### src/hw/rtl/dnsax_pkg.sv
package dnsax_pkg;

   // payload widths
   localparam int unsigned MSG_BYTE_W  = 8;
   localparam int unsigned STATUS_W    = 3;
   localparam int unsigned ADDR_W      = 32;
   localparam int unsigned CSR_INDEX_W = 8;
   localparam int unsigned CSR_DATA_W  = 16;
   localparam int unsigned COUNT_W     = 16;
   localparam int unsigned RCODE_W     = 4;

   // register indexes
   localparam logic [CSR_INDEX_W-1:0] CSR_WANTED_TYPE  = 8'd0;
   localparam logic [CSR_INDEX_W-1:0] CSR_WANTED_CLASS = 8'd1;

   // register reset values: host address, internet class
   localparam logic [CSR_DATA_W-1:0] WANTED_TYPE_RESET  = 16'h0001;
   localparam logic [CSR_DATA_W-1:0] WANTED_CLASS_RESET = 16'h0001;

   // header and record geometry
   localparam logic [COUNT_W-1:0] HDR_LAST_OFFSET     = 16'd11;
   localparam logic [COUNT_W-1:0] HDR_FLAGS_HI_OFFSET = 16'd2;
   localparam logic [COUNT_W-1:0] HDR_FLAGS_LO_OFFSET = 16'd3;
   localparam logic [COUNT_W-1:0] HDR_QD_HI_OFFSET    = 16'd4;
   localparam logic [COUNT_W-1:0] HDR_QD_LO_OFFSET    = 16'd5;
   localparam logic [COUNT_W-1:0] HDR_AN_HI_OFFSET    = 16'd6;
   localparam logic [COUNT_W-1:0] HDR_AN_LO_OFFSET    = 16'd7;
   localparam logic [COUNT_W-1:0] QTAIL_LAST_OFFSET   = 16'd3;
   localparam logic [COUNT_W-1:0] FIX_TYPE_HI_OFFSET  = 16'd0;
   localparam logic [COUNT_W-1:0] FIX_TYPE_LO_OFFSET  = 16'd1;
   localparam logic [COUNT_W-1:0] FIX_CLASS_HI_OFFSET = 16'd2;
   localparam logic [COUNT_W-1:0] FIX_CLASS_LO_OFFSET = 16'd3;
   localparam logic [COUNT_W-1:0] FIX_LEN_HI_OFFSET   = 16'd8;
   localparam logic [COUNT_W-1:0] FIX_LEN_LO_OFFSET   = 16'd9;
   localparam logic [COUNT_W-1:0] CAPTURE_LAST_OFFSET = 16'd3;
   localparam logic [1:0]         LABEL_POINTER_TAG   = 2'b11;

   // status codes
   localparam logic [STATUS_W-1:0] STATUS_FOUND       = 3'd0;
   localparam logic [STATUS_W-1:0] STATUS_NONEXISTENT = 3'd3;
   localparam logic [STATUS_W-1:0] STATUS_OTHER_RCODE = 3'd6;
   localparam logic [RCODE_W-1:0]  RCODE_MAX_MAPPED   = 4'd5;

   typedef enum logic [3:0] {
      PH_HEADER   = 4'd0,
      PH_NAME_LEN = 4'd1,
      PH_NAME_SKP = 4'd2,
      PH_NAME_PTR = 4'd3,
      PH_QTAIL    = 4'd4,
      PH_AFIXED   = 4'd5,
      PH_CAPTURE  = 4'd6,
      PH_RSKIP    = 4'd7,
      PH_DONE     = 4'd8
   } phase_type;

   typedef struct packed {
      logic [STATUS_W-1:0] status;
      logic [ADDR_W-1:0]   ipv4_address;
   } result_type;

endpackage

### src/hw/rtl/dnsax_if.sv
interface dnsax_req_if;
   import dnsax_pkg::*;
   logic                  valid;
   logic                  ready;
   logic [MSG_BYTE_W-1:0] msg_byte;
   logic                  last_byte;
   modport source (output valid, output msg_byte, output last_byte, input ready);
   modport sink   (input valid, input msg_byte, input last_byte, output ready);
endinterface

interface dnsax_rsp_if;
   import dnsax_pkg::*;
   logic                valid;
   logic                ready;
   logic [STATUS_W-1:0] status;
   logic [ADDR_W-1:0]   ipv4_address;
   modport source (output valid, output status, output ipv4_address, input ready);
   modport sink   (input valid, input status, input ipv4_address, output ready);
endinterface

interface dnsax_csr_if;
   import dnsax_pkg::*;
   logic                   valid;
   logic                   ready;
   logic [CSR_INDEX_W-1:0] index;
   logic [CSR_DATA_W-1:0]  data;
   modport source (output valid, output index, output data, input ready);
   modport sink   (input valid, input index, input data, output ready);
endinterface

### src/hw/rtl/dns_answer_address_extractor_top.sv
// the last byte's result is registered in the output register, or the skid entry
// throughput: one byte per cycle unless stalled, set by the one-pass parse update
// a two-entry result buffer (output register plus skid) keeps input flowing
// while a result waits; input stalls only when both entries are full
// reset (synchronous, active high) returns the parser to the header phase,
// empties the result buffer and sets wanted type and class to 1
module dns_answer_address_extractor_top (
   input logic        clock,
   input logic        reset,
   dnsax_req_if.sink  req_chan,
   dnsax_rsp_if.source rsp_chan,
   dnsax_csr_if.sink  csr_chan
);
   import dnsax_pkg::*;

   logic [CSR_DATA_W-1:0] wanted_type_ff, wanted_class_ff;

   phase_type            phase_ff, phase_in;
   logic [COUNT_W-1:0]   offset_ff, offset_in;
   logic                 resp_bit_ff, resp_bit_in;
   logic [RCODE_W-1:0]   rcode_ff, rcode_in;
   logic [COUNT_W-1:0]   qd_left_ff, qd_left_in;
   logic [COUNT_W-1:0]   an_left_ff, an_left_in;
   logic [COUNT_W-1:0]   rec_type_ff, rec_type_in;
   logic [COUNT_W-1:0]   rec_class_ff, rec_class_in;
   logic [COUNT_W-1:0]   data_len_ff, data_len_in;
   logic [ADDR_W-1:0]    addr_acc_ff, addr_acc_in;
   logic                 found_ff, found_in;

   logic                 out_valid_ff, skid_valid_ff;
   result_type           out_ff, skid_ff;
   result_type           result;

   logic                 req_take, push, out_free;
   logic [MSG_BYTE_W-1:0] b;
   logic [COUNT_W-1:0]   b_wide, len_new, an_dec, off_dec;

   assign req_chan.ready = !skid_valid_ff;
   assign csr_chan.ready = 1'b1;
   assign req_take       = req_chan.valid && req_chan.ready;
   assign push           = req_take && req_chan.last_byte;
   assign out_free       = !out_valid_ff || rsp_chan.ready;

   assign rsp_chan.valid        = out_valid_ff;
   assign rsp_chan.status       = out_ff.status;
   assign rsp_chan.ipv4_address = out_ff.ipv4_address;

   assign b       = req_chan.msg_byte;
   assign b_wide  = {{(COUNT_W-MSG_BYTE_W){1'b0}}, b};
   assign len_new = data_len_ff | b_wide;
   assign an_dec  = an_left_ff - 16'd1;
   assign off_dec = offset_ff - 16'd1;

   // configuration registers
   always_ff @(posedge clock) begin
      if (reset) begin
         wanted_type_ff  <= WANTED_TYPE_RESET;
         wanted_class_ff <= WANTED_CLASS_RESET;
      end else if (csr_chan.valid && csr_chan.ready) begin
         unique case (csr_chan.index)
            CSR_WANTED_TYPE:  wanted_type_ff  <= csr_chan.data;
            CSR_WANTED_CLASS: wanted_class_ff <= csr_chan.data;
            default: ;
         endcase
      end
   end

   // per-byte parse step
   always_comb begin
      phase_in     = phase_ff;
      offset_in    = offset_ff;
      resp_bit_in  = resp_bit_ff;
      rcode_in     = rcode_ff;
      qd_left_in   = qd_left_ff;
      an_left_in   = an_left_ff;
      rec_type_in  = rec_type_ff;
      rec_class_in = rec_class_ff;
      data_len_in  = data_len_ff;
      addr_acc_in  = addr_acc_ff;
      found_in     = found_ff;
      unique case (phase_ff)
         PH_HEADER: begin
            if (offset_ff == HDR_FLAGS_HI_OFFSET)      resp_bit_in = b[7];
            else if (offset_ff == HDR_FLAGS_LO_OFFSET) rcode_in = b[RCODE_W-1:0];
            else if (offset_ff == HDR_QD_HI_OFFSET)    qd_left_in = {b, 8'h00};
            else if (offset_ff == HDR_QD_LO_OFFSET)    qd_left_in = qd_left_ff | b_wide;
            else if (offset_ff == HDR_AN_HI_OFFSET)    an_left_in = {b, 8'h00};
            else if (offset_ff == HDR_AN_LO_OFFSET)    an_left_in = an_left_ff | b_wide;
            if (offset_ff >= HDR_LAST_OFFSET) begin
               offset_in = '0;
               if (!resp_bit_ff || rcode_ff != '0 || an_left_ff == '0) phase_in = PH_DONE;
               else phase_in = PH_NAME_LEN;
            end else begin
               offset_in = offset_ff + 16'd1;
            end
         end
         PH_NAME_LEN: begin
            if (b[7:6] == LABEL_POINTER_TAG) begin
               phase_in = PH_NAME_PTR;
            end else if (b == '0) begin
               offset_in = '0;
               phase_in  = (qd_left_ff != '0) ? PH_QTAIL : PH_AFIXED;
            end else begin
               offset_in = b_wide;
               phase_in  = PH_NAME_SKP;
            end
         end
         PH_NAME_SKP: begin
            offset_in = off_dec;
            if (off_dec == '0) phase_in = PH_NAME_LEN;
         end
         PH_NAME_PTR: begin
            offset_in = '0;
            phase_in  = (qd_left_ff != '0) ? PH_QTAIL : PH_AFIXED;
         end
         PH_QTAIL: begin
            if (offset_ff >= QTAIL_LAST_OFFSET) begin
               offset_in  = '0;
               qd_left_in = qd_left_ff - 16'd1;
               phase_in   = PH_NAME_LEN;
            end else begin
               offset_in = offset_ff + 16'd1;
            end
         end
         PH_AFIXED: begin
            if (offset_ff == FIX_TYPE_HI_OFFSET)       rec_type_in = {b, 8'h00};
            else if (offset_ff == FIX_TYPE_LO_OFFSET)  rec_type_in = rec_type_ff | b_wide;
            else if (offset_ff == FIX_CLASS_HI_OFFSET) rec_class_in = {b, 8'h00};
            else if (offset_ff == FIX_CLASS_LO_OFFSET) rec_class_in = rec_class_ff | b_wide;
            else if (offset_ff == FIX_LEN_HI_OFFSET)   data_len_in = {b, 8'h00};
            else if (offset_ff == FIX_LEN_LO_OFFSET)   data_len_in = len_new;
            if (offset_ff >= FIX_LEN_LO_OFFSET) begin
               offset_in = '0;
               // matching record: capture its address next
               if (rec_type_ff == wanted_type_ff && rec_class_ff == wanted_class_ff) begin
                  addr_acc_in = '0;
                  phase_in    = PH_CAPTURE;
               end else if (len_new == '0) begin
                  an_left_in = an_dec;
                  phase_in   = (an_dec == '0) ? PH_DONE : PH_NAME_LEN;
               end else begin
                  offset_in = len_new;
                  phase_in  = PH_RSKIP;
               end
            end else begin
               offset_in = offset_ff + 16'd1;
            end
         end
         PH_CAPTURE: begin
            addr_acc_in = {addr_acc_ff[ADDR_W-MSG_BYTE_W-1:0], b};
            if (offset_ff >= CAPTURE_LAST_OFFSET) begin
               offset_in = '0;
               found_in  = 1'b1;
               phase_in  = PH_DONE;
            end else begin
               offset_in = offset_ff + 16'd1;
            end
         end
         PH_RSKIP: begin
            offset_in = off_dec;
            if (off_dec == '0) begin
               an_left_in = an_dec;
               offset_in  = '0;
               phase_in   = (an_dec == '0) ? PH_DONE : PH_NAME_LEN;
            end
         end
         default: ;
      endcase
   end

   // status from the state after this byte
   always_comb begin
      result.ipv4_address = '0;
      if (phase_in == PH_HEADER || !resp_bit_in) begin
         result.status = STATUS_NONEXISTENT;
      end else if (rcode_in != '0) begin
         result.status = (rcode_in <= RCODE_MAX_MAPPED) ? rcode_in[STATUS_W-1:0]
                                                        : STATUS_OTHER_RCODE;
      end else if (found_in) begin
         result.status       = STATUS_FOUND;
         result.ipv4_address = addr_acc_in;
      end else begin
         result.status = STATUS_NONEXISTENT;
      end
   end

   // parse state registers, cleared after the last byte
   always_ff @(posedge clock) begin
      if (reset || push) begin
         phase_ff     <= PH_HEADER;
         offset_ff    <= '0;
         resp_bit_ff  <= 1'b0;
         rcode_ff     <= '0;
         qd_left_ff   <= '0;
         an_left_ff   <= '0;
         rec_type_ff  <= '0;
         rec_class_ff <= '0;
         data_len_ff  <= '0;
         addr_acc_ff  <= '0;
         found_ff     <= 1'b0;
      end else if (req_take) begin
         phase_ff     <= phase_in;
         offset_ff    <= offset_in;
         resp_bit_ff  <= resp_bit_in;
         rcode_ff     <= rcode_in;
         qd_left_ff   <= qd_left_in;
         an_left_ff   <= an_left_in;
         rec_type_ff  <= rec_type_in;
         rec_class_ff <= rec_class_in;
         data_len_ff  <= data_len_in;
         addr_acc_ff  <= addr_acc_in;
         found_ff     <= found_in;
      end
   end

   // result buffer: output register plus skid entry
   always_ff @(posedge clock) begin
      if (reset) begin
         out_valid_ff  <= 1'b0;
         skid_valid_ff <= 1'b0;
      end else if (out_free) begin
         if (skid_valid_ff) begin
            out_valid_ff  <= 1'b1;
            skid_valid_ff <= push;
         end else begin
            out_valid_ff <= push;
         end
      end else if (push) begin
         skid_valid_ff <= 1'b1;
      end
   end

   always_ff @(posedge clock) begin
      if (out_free) begin
         if (skid_valid_ff) begin
            out_ff <= skid_ff;
            if (push) skid_ff <= result;
         end else if (push) begin
            out_ff <= result;
         end
      end else if (push) begin
         skid_ff <= result;
      end
   end

endmodule

### src/flat_wrapper.sv
// flat-port wrapper written by rule: the top's interface ports become plain ports
module dns_answer_address_extractor_top_flat import dnsax_pkg::*;
  (clock, reset, req_chan_valid, req_chan_msg_byte, req_chan_last_byte, req_chan_ready, rsp_chan_valid, rsp_chan_status, rsp_chan_ipv4_address, rsp_chan_ready, csr_chan_valid, csr_chan_index, csr_chan_data, csr_chan_ready);
  dnsax_req_if req_chan_i ();
  dnsax_rsp_if rsp_chan_i ();
  dnsax_csr_if csr_chan_i ();
  input logic clock;
  input logic reset;
  input wire logic [$bits(req_chan_i.valid)-1:0] req_chan_valid;
  input wire logic [$bits(req_chan_i.msg_byte)-1:0] req_chan_msg_byte;
  input wire logic [$bits(req_chan_i.last_byte)-1:0] req_chan_last_byte;
  output wire logic [$bits(req_chan_i.ready)-1:0] req_chan_ready;
  output wire logic [$bits(rsp_chan_i.valid)-1:0] rsp_chan_valid;
  output wire logic [$bits(rsp_chan_i.status)-1:0] rsp_chan_status;
  output wire logic [$bits(rsp_chan_i.ipv4_address)-1:0] rsp_chan_ipv4_address;
  input wire logic [$bits(rsp_chan_i.ready)-1:0] rsp_chan_ready;
  input wire logic [$bits(csr_chan_i.valid)-1:0] csr_chan_valid;
  input wire logic [$bits(csr_chan_i.index)-1:0] csr_chan_index;
  input wire logic [$bits(csr_chan_i.data)-1:0] csr_chan_data;
  output wire logic [$bits(csr_chan_i.ready)-1:0] csr_chan_ready;
  assign req_chan_i.valid = req_chan_valid;
  assign req_chan_i.msg_byte = req_chan_msg_byte;
  assign req_chan_i.last_byte = req_chan_last_byte;
  assign req_chan_ready = req_chan_i.ready;
  assign rsp_chan_valid = rsp_chan_i.valid;
  assign rsp_chan_status = rsp_chan_i.status;
  assign rsp_chan_ipv4_address = rsp_chan_i.ipv4_address;
  assign rsp_chan_i.ready = rsp_chan_ready;
  assign csr_chan_i.valid = csr_chan_valid;
  assign csr_chan_i.index = csr_chan_index;
  assign csr_chan_i.data = csr_chan_data;
  assign csr_chan_ready = csr_chan_i.ready;
  dns_answer_address_extractor_top u_core (.clock(clock), .reset(reset), .req_chan(req_chan_i), .rsp_chan(rsp_chan_i), .csr_chan(csr_chan_i));
endmodule
### config.mk
export PLATFORM = sky130hd
export DESIGN_NAME = dns_answer_address_extractor_top_flat
export DESIGN_NICKNAME = d
export VERILOG_FILES = /design/src/hw/rtl/dnsax_pkg.sv /design/src/hw/rtl/dnsax_if.sv /design/src/hw/rtl/dns_answer_address_extractor_top.sv /design/src/flat_wrapper.sv
export SDC_FILE = /design/constraint.sdc
export NUM_CORES = 1
export LEC_CHECK = 0
export ABC_AREA = 1
export BUFFER_PORTS_ARGS = -buffer_cell sky130_fd_sc_hd__buf_2
export CAP_MARGIN = 20
export CORE_MARGIN = 4
export CORE_UTILIZATION = 51
export DETAILED_ROUTE_END_ITERATION = 16
export GPL_ROUTABILITY_DRIVEN = 0
export HOLD_SLACK_MARGIN = 0.06
export PLACE_DENSITY_LB_ADDON = 0.1
export SETUP_SLACK_MARGIN = 0.1
export SLEW_MARGIN = 20
export SYNTH_ARGS = -nofsm -noshare
export SYNTH_HDL_FRONTEND = slang
export SYNTH_SLANG_ARGS = --single-unit
### constraint.sdc
create_clock -name clock -period 3 [get_ports clock]
set_input_delay 0 -clock clock [delete_from_list [all_inputs] [get_ports clock]]
set_output_delay 0 -clock clock [all_outputs]
set_load 0.01 [all_outputs]
# After elaboration in Yosys (flattened, before gate mapping)
# Index checks and enable logic that the tools add are counted.
# word_totals
inputBits,38
regBits,242
wordCells,183
# op_classes
n_bitwise,9
mux,72
eq_ne,33
add_sub_neg,4
reduce_logical,42
n_lt_le_gt_ge,4
# op_table
op,n
$mux 16,28
$mux 35,5
$mux 32,5
$pmux 16 s7,1
$logic_not 16->1,5
$or 16x8->16,5
$eq 16x3->1 const B,4
$pmux 32 s2,1
$mux 4,15
$pmux 16 s3,1
$sub 16x1->16 const B,3
$eq 16x16->1,2
$eq 16x2->1 const B,2
$eq 16x4->1 const B,2
$ge 16x4->1 const B,2
$pmux 16 s2,1
$pmux 4 s8,1
$add 16x1->16 const B,1
$eq 16x1->1 const B,1
$eq 4x3->1 const B,4
$ge 16x2->1 const B,1
$logic_not 8->1,2
$reduce_bool 16->1,1
$ne 2x2->1 const B,6
27 further kinds,65

# Longest topological paths before layout
# logic_depth
word_depth,13
ltp_mapped,20
depth_no_buf,20

# Worst setup path before layout
# Ideal clock, no wire load.
# synth_path
path_type,register to register
startpoint,register u_core.skid_valid_ff
endpoint,"register u_core.skid_ff[0] in the netlist's numbering, enable pin"
synth_period_minus_slack_ns,2.780
slack_ns,0.220
t_arrival_ns,2.353
setup_ns,0.427
stages_incl_launch_ff,7
path_buffers,1
path_cell_list,dfxtp_1 -> clkbuf_1 -> inv_2 -> nand2_1 -> inv_1 -> nand2_1 -> nor2_1
# synth_between
elab_chain_len,1
# synth_rtl
element,line_no,rtl
start: declaration,dns_answer_address_extractor_top.sv:30,"logic out_valid_ff, skid_valid_ff;"
start signal: assignment,dns_answer_address_extractor_top.sv:224,skid_valid_ff <= push;
$ne 2x1->1 (no line),n/a,
end signal: assignment,dns_answer_address_extractor_top.sv:237,if (push) skid_ff <= result;
end signal: assignment,dns_answer_address_extractor_top.sv:242,skid_ff <= result;
end: declaration,dns_answer_address_extractor_top.sv:31,"result_type out_ff, skid_ff;"
# No other way between the ends.
# A chain may end at the register's enable or synchronous reset.

# Final worst setup path
# layout_path
startpoint,register u_core.rec_class_ff[3]
endpoint,register u_core.out_ff (netlist bit u_core.rsp_chan.ipv4_address[11]) (data pin)
# layout_between
elab_chain_len,10
word_cells_on_any_way,15
cone_classes,eq/ne (1); mux (11); reduce/logical (3)
# layout_rtl
element,line_no,rtl
start: declaration,dns_answer_address_extractor_top.sv:25,"logic [COUNT_W-1:0] rec_class_ff, rec_class_in;"
start signal: assignment,dns_answer_address_extractor_top.sv:209,rec_class_ff <= rec_class_in;
$eq 16x16->1 *,dns_answer_address_extractor_top.sv:135,if (rec_type_ff == wanted_type_ff && rec_class_ff == wanted_class_ff) begin
$logic_and 1x1->1 *,dns_answer_address_extractor_top.sv:135,
$mux 4 or $mux 32 (tied branches),dns_answer_address_extractor_top.sv:135,
$mux 4 or $mux 32 (tied branches),dns_answer_address_extractor_top.sv:132,if (offset_ff >= FIX_LEN_LO_OFFSET) begin
$pmux 4 s8 or $pmux 32 s2 (tied branches),dns_answer_address_extractor_top.sv:81,unique case (phase_ff)
$logic_not 4->1 or $mux 32 (tied branches),"dns_answer_address_extractor_top.sv:174, dns_answer_address_extractor_top.sv:179",
$logic_or 1x1->1 or $mux 32 (tied branches),"dns_answer_address_extractor_top.sv:174, dns_answer_address_extractor_top.sv:176",
$mux 32 *,dns_answer_address_extractor_top.sv:174,if (phase_in == PH_HEADER || !resp_bit_in) begin
$mux 35 *,dns_answer_address_extractor_top.sv:238,end else if (push) begin
$mux 35 *,dns_answer_address_extractor_top.sv:235,if (skid_valid_ff) begin
end signal: assignment,dns_answer_address_extractor_top.sv:236,out_ff <= skid_ff;
end signal: assignment,dns_answer_address_extractor_top.sv:239,out_ff <= result;
end: declaration,dns_answer_address_extractor_top.sv:31,
# Every way passes the cells marked *; elsewhere a longest branch is shown, timed or not. The select of a mux whose other input is x is not followed.

==> implementation parameters <==
Parameter                              Value

Outcome
  Status ... complete, no violations

Routing
  DRT antenna net count ... 0
  Routed vias/inst ... 5.52
  DR iter-0 viols ... 1,019
  Wire per inst ... 16.6 µm
  Remaining DRCs ... 0
  Total number of vias ... 12,300
  DRT Pass-1 Iters ... 6
  Routed WL ... 37.1 mm

Critical path
  FF-to-FF Start ... u_core.rec_class_ff[3]
  Critical Path Max Stage Delay ... 350 ps
  Gate family responsible for the most delay along the worst path ... simple AND/OR/NAND/NOR gates
  Arrival time of data at the critical path endpoint ... 3050 ps
  Crit-path cells ... inv_1, nand2_1, nand2_1, nor2_1, nand2_1, nor2_1, nand3_1, nor2_2, nor2_4, nand3_1, nand2_1, nor2_1, nand2_1, nor2_4, nand2_8, clkbuf_16, nand4_1, nand2_1
  Crit path buffers/inverters ... 2
  Worst reg2reg endpoint ... u_core.rsp_chan.ipv4_address[11]
  Max FO, Critical Path ... 13
  Worst R2R Setup Slack ... 230 ps
  Required time of the worst setup path ... 3290 ps
  Cells on worst reg2reg path ... 18
  CP Capture Type ... flip-flop
  Kind of critical path ... flip-flop to flip-flop
  Element type at the critical path start ... flip-flop
  Most prevalent standard cell on the critical path ... sky130_fd_sc_hd__nand2_1
  Cell at the slowest stage of the critical path ... sky130_fd_sc_hd__dfxtp_1

Hold path
  Worst Hold Launch ... req_chan_last_byte
  Min-Delay Path Depth ... 5
  Worst hold path class ... input port to flip-flop
  Sink of the worst hold path ... u_core.phase_ff[1]

Cells and area
  Multi-input combinational cell area ... 6530 µm²
  Fraction of layout instances using a drive strength above 1 ... 0.149
  N_diodes ... 0
  Fill cell instance count of the final layout ... 2,364
  Layout area overhead ... 15.5%
  Area used by sequential logic in the layout ... 5550 µm²
  Post-route non-filler standard cell count ... 2,235
  Final Net Count ... 1,932

Flow run
  Number of max-cap violations ... 0

Yosys
  Library cell occupying the most area in the post-synthesis netlist ... sky130_fd_sc_hd__dfxtp_1
  Share of the synthesized area in the top cell type ... 0.260
  Total of warnings raised by yosys ... 0
  Cells after synthesis ... 1,778
  Number of synthesized flops with an enable pin ... 70
  Avg Cell Area, Syn ... 7.45 µm²
  Number of distinct library cell variants in the gate-level netlist after synthesis ... 55
  Proportion of synthesized chip area in sequential cells ... 0.419
  Register bit total from synthesis ... 242
  Post-Syn Area ... 13,200 µm²
  Share of synthesized flip-flops with an asynchronous set or reset ... 0
  Most frequently used flop master after synthesis ... sky130_fd_sc_hd__dfxtp_1
  Number of nets produced by synthesis ... 1,825
  Cells taking the most area after synthesis ... sky130_fd_sc_hd__dfxtp_1, sky130_fd_sc_hd__edfxtp_1, sky130_fd_sc_hd__nand2_1

Timing
  Period Utilization, post-route ... 0.923
  Worst slew margin relative to its limit ... 0.519
  Worst clock skew ... 16.1 ps
  Slew Viols, Final ... 0
  Maximum operating frequency ... 361 MHz
  TNS Setup ... 0 ps
  RSZ-0062 raised after global routing ... no
  Final hold violations ... 0
  Setup violators final ... 0
  Post-layout minimum cycle time ... 2770 ps
  Tightest Pin Transition ... 720 ps

Die
  CORE AREA ... 25,400 µm²
  Horizontal extent of the die ... 169 µm
  Die area ... 28,600 µm²
  Row Count ... 58
  Y dimension of the die ... 169 µm
  I/O pin total ... 76
  Effective utilization at floorplan ... 0.521

Pwr
  Peak ir drop on the vdd network ... 419 µV
  Pleak ... 6.68 nW
  PD cells ... 529 nW/µm²

Global routing
  Remaining global-route overflow ... 0
  Aggregate global-route resource usage ... 0.251
  Largest net degree at the start of global routing ... 72
  Wire length of the first global-routing pass ... 59.0 mm
  Via count of the first global-routing pass ... 11,400
  Antenna violations before repair ... 0

Clock network
  Number of clock sinks ... 242
  Clock-pin transition on the worst setup and hold timing paths ... 70 ps
  Number of H-tree branching levels ... 1
  Buffer type at the clock tree root ... sky130_fd_sc_hd__clkbuf_16
  Clock latency at the later pin of the worst-skew pair ... 540 ps
  TritonCTS clock tree ... yes
  Maximum root-to-sink buffer count ... 3
  Clock buffer count from CTS ... 26

Placed design
  I/O Buffers ... 74
  Dpl hpwl ... 26.1 mm
  Number of cells in the design after placement ... 2,148
-- area by class of cell --
cell class	instances	share of cell area
Clock buffer	36	0.0457
Clock inverter	12	0.00646
Inverter	218	0.0535
Multi-Input combinational cell	1237	0.427
Sequential cell	242	0.363
Tap cell	330	0.0270
Timing Repair Buffer	160	0.0772
-- placed cells by master, fill, tap and decap left out, types with 32 or more instances in the layout --
| cell type | count |
|---|---|
| sky130_fd_sc_hd__o211ai_1 | 38 |
| sky130_fd_sc_hd__o21ai_0 | 152 |
| sky130_fd_sc_hd__inv_1 | 202 |
| sky130_fd_sc_hd__edfxtp_1 | 70 |
| sky130_fd_sc_hd__a21oi_1 | 112 |
| sky130_fd_sc_hd__nand4_1 | 49 |
| sky130_fd_sc_hd__dfxtp_1 | 167 |
| sky130_fd_sc_hd__nor2_1 | 214 |
| sky130_fd_sc_hd__nand2_1 | 352 |
| sky130_fd_sc_hd__dlygate4sd3_1 | 34 |
| sky130_fd_sc_hd__a22oi_1 | 32 |
| sky130_fd_sc_hd__nand3_1 | 62 |
| sky130_fd_sc_hd__buf_2 | 74 |
| sky130_fd_sc_hd__buf_4 | 46 |
-- per-layer routing --
layer	share of wire	global-route usage
met2	0.46	0.409
met1	0.44	0.342
met5	0	0
met3	0.073	0.0422
met4	0.030	0.0798
-- how the worst max path moves through the flow --
stage	start	to	slack, ps	cells after the start
2_1_floorplan	u_core.skid_valid_ff	u_core.skid_ff[0]	220	6
3_3_place_gp	u_core.offset_ff[0]	u_core.skid_ff[0]	160	14
3_5_place_dp	u_core.offset_ff[1]	u_core.skid_ff[27]	140	12
4_1_cts	u_core.offset_ff[1]	u_core.skid_ff[1]	110	12
5_1_grt	u_core.rec_class_ff[3]	u_core.rsp_chan.ipv4_address[25]	80	18
6_report	u_core.rec_class_ff[3]	u_core.rsp_chan.ipv4_address[11]	230	18
-- flip-flops by register name, indices dropped and copies added (netlist names) --
name / count
u_core.data_len_ff: 16
u_core.found_ff: 1
u_core.skid_ff: 35
u_core.wanted_class_ff: 16
u_core.rsp_chan.valid: 1
u_core.wanted_type_ff: 16
u_core.rec_type_ff: 16
u_core.resp_bit_ff: 1
u_core.rsp_chan.status: 3
u_core.rcode_ff: 4
u_core.rec_class_ff: 16
u_core.skid_valid_ff: 1
u_core.addr_acc_ff: 32
u_core.phase_ff: 4
u_core.rsp_chan.ipv4_address: 32
u_core.qd_left_ff: 16
u_core.offset_ff: 16
u_core.an_left_ff: 16
-- cell families after synthesis --
| group | after synthesis | share of synthesized area |
|---|---|---|
| AO/OA/AOI/OAI | 391 | 0.171 |
| XOR/XNOR | 30 | 0.0198 |
| adder cells (fa/ha/maj) | 9 | 0.00850 |
| buffers and inverters | 300 | 0.0954 |
| flip-flops | 242 | 0.419 |
| other | 1 | 0.000283 |
| AND/OR/NAND/NOR | 805 | 0.286 |
-- power by group --
part | switching (mW) | leakage [nW] | internal, mW
combinational | 1.01 | 4.16 | 0.506
clock | 1.33 | 0.389 | 1.72
sequential | 0.0826 | 2.13 | 3.44
total | 2.42 | 6.68 | 5.66
-- synthesized netlist by cell type, types with 4 or more instances --
cell                         n
sky130_fd_sc_hd__a211oi_1    5
sky130_fd_sc_hd__a21oi_1   112
sky130_fd_sc_hd__a22oi_1    32
sky130_fd_sc_hd__a31oi_1    14
sky130_fd_sc_hd__and2_1      5
sky130_fd_sc_hd__buf_1       7
sky130_fd_sc_hd__buf_2      17
sky130_fd_sc_hd__buf_6       8
sky130_fd_sc_hd__clkbuf_1   45
sky130_fd_sc_hd__dfxtp_1   172
sky130_fd_sc_hd__edfxtp_1   70
sky130_fd_sc_hd__ha_1        9
sky130_fd_sc_hd__inv_1     206
sky130_fd_sc_hd__inv_2      10
sky130_fd_sc_hd__nand2_1   355
sky130_fd_sc_hd__nand2_2     4
sky130_fd_sc_hd__nand3_1    62
sky130_fd_sc_hd__nand3_2     5
sky130_fd_sc_hd__nand3b_1    6
sky130_fd_sc_hd__nand4_1    49
sky130_fd_sc_hd__nor2_1    223
sky130_fd_sc_hd__nor2_2     12
sky130_fd_sc_hd__nor2_4      9
sky130_fd_sc_hd__nor3_1     23
sky130_fd_sc_hd__nor3_2     31
sky130_fd_sc_hd__o211ai_1   38
sky130_fd_sc_hd__o21ai_0   153
sky130_fd_sc_hd__o21ai_1    10
sky130_fd_sc_hd__o22ai_1    12
sky130_fd_sc_hd__or2_2       5
sky130_fd_sc_hd__xnor2_1    20
sky130_fd_sc_hd__xor2_1     10
-- what timing repair did --
| action | in CTS | in global routing |
|---|---|---|
| setup buffers | 0 | 3 |
| resized for setup | 0 | 26 |
| setup endpoints to repair | 0 | 90 |
| hold endpoints to repair | 79 | 0 |
| hold buffers | 34 | 0 |
-- worst reg2reg max path: cells and delay by family, from the launching register on --
family / cells / cell delay [ps]
AND/OR/NAND/NOR: 16 / 1900
flip-flops: 1 / 350
buffers and inverters: 2 / 270
-- per-stage QoR --
stage	util	worst slack [ps]	power, mW	instance area, µm²	hold WS, ps
6_report	0.602	232	8.08	15300	161
5_1_grt	0.602	79.1	8.46	15300	181
4_1_cts	0.596	108	8.05	15100	128
3_5_place_dp	0.551	139	4.98	14000	205
3_3_place_gp	0.551	157	4.96	14000	195
2_1_floorplan	-	220	4.62	13200	69.1
(Power assumes the default switching activity.)
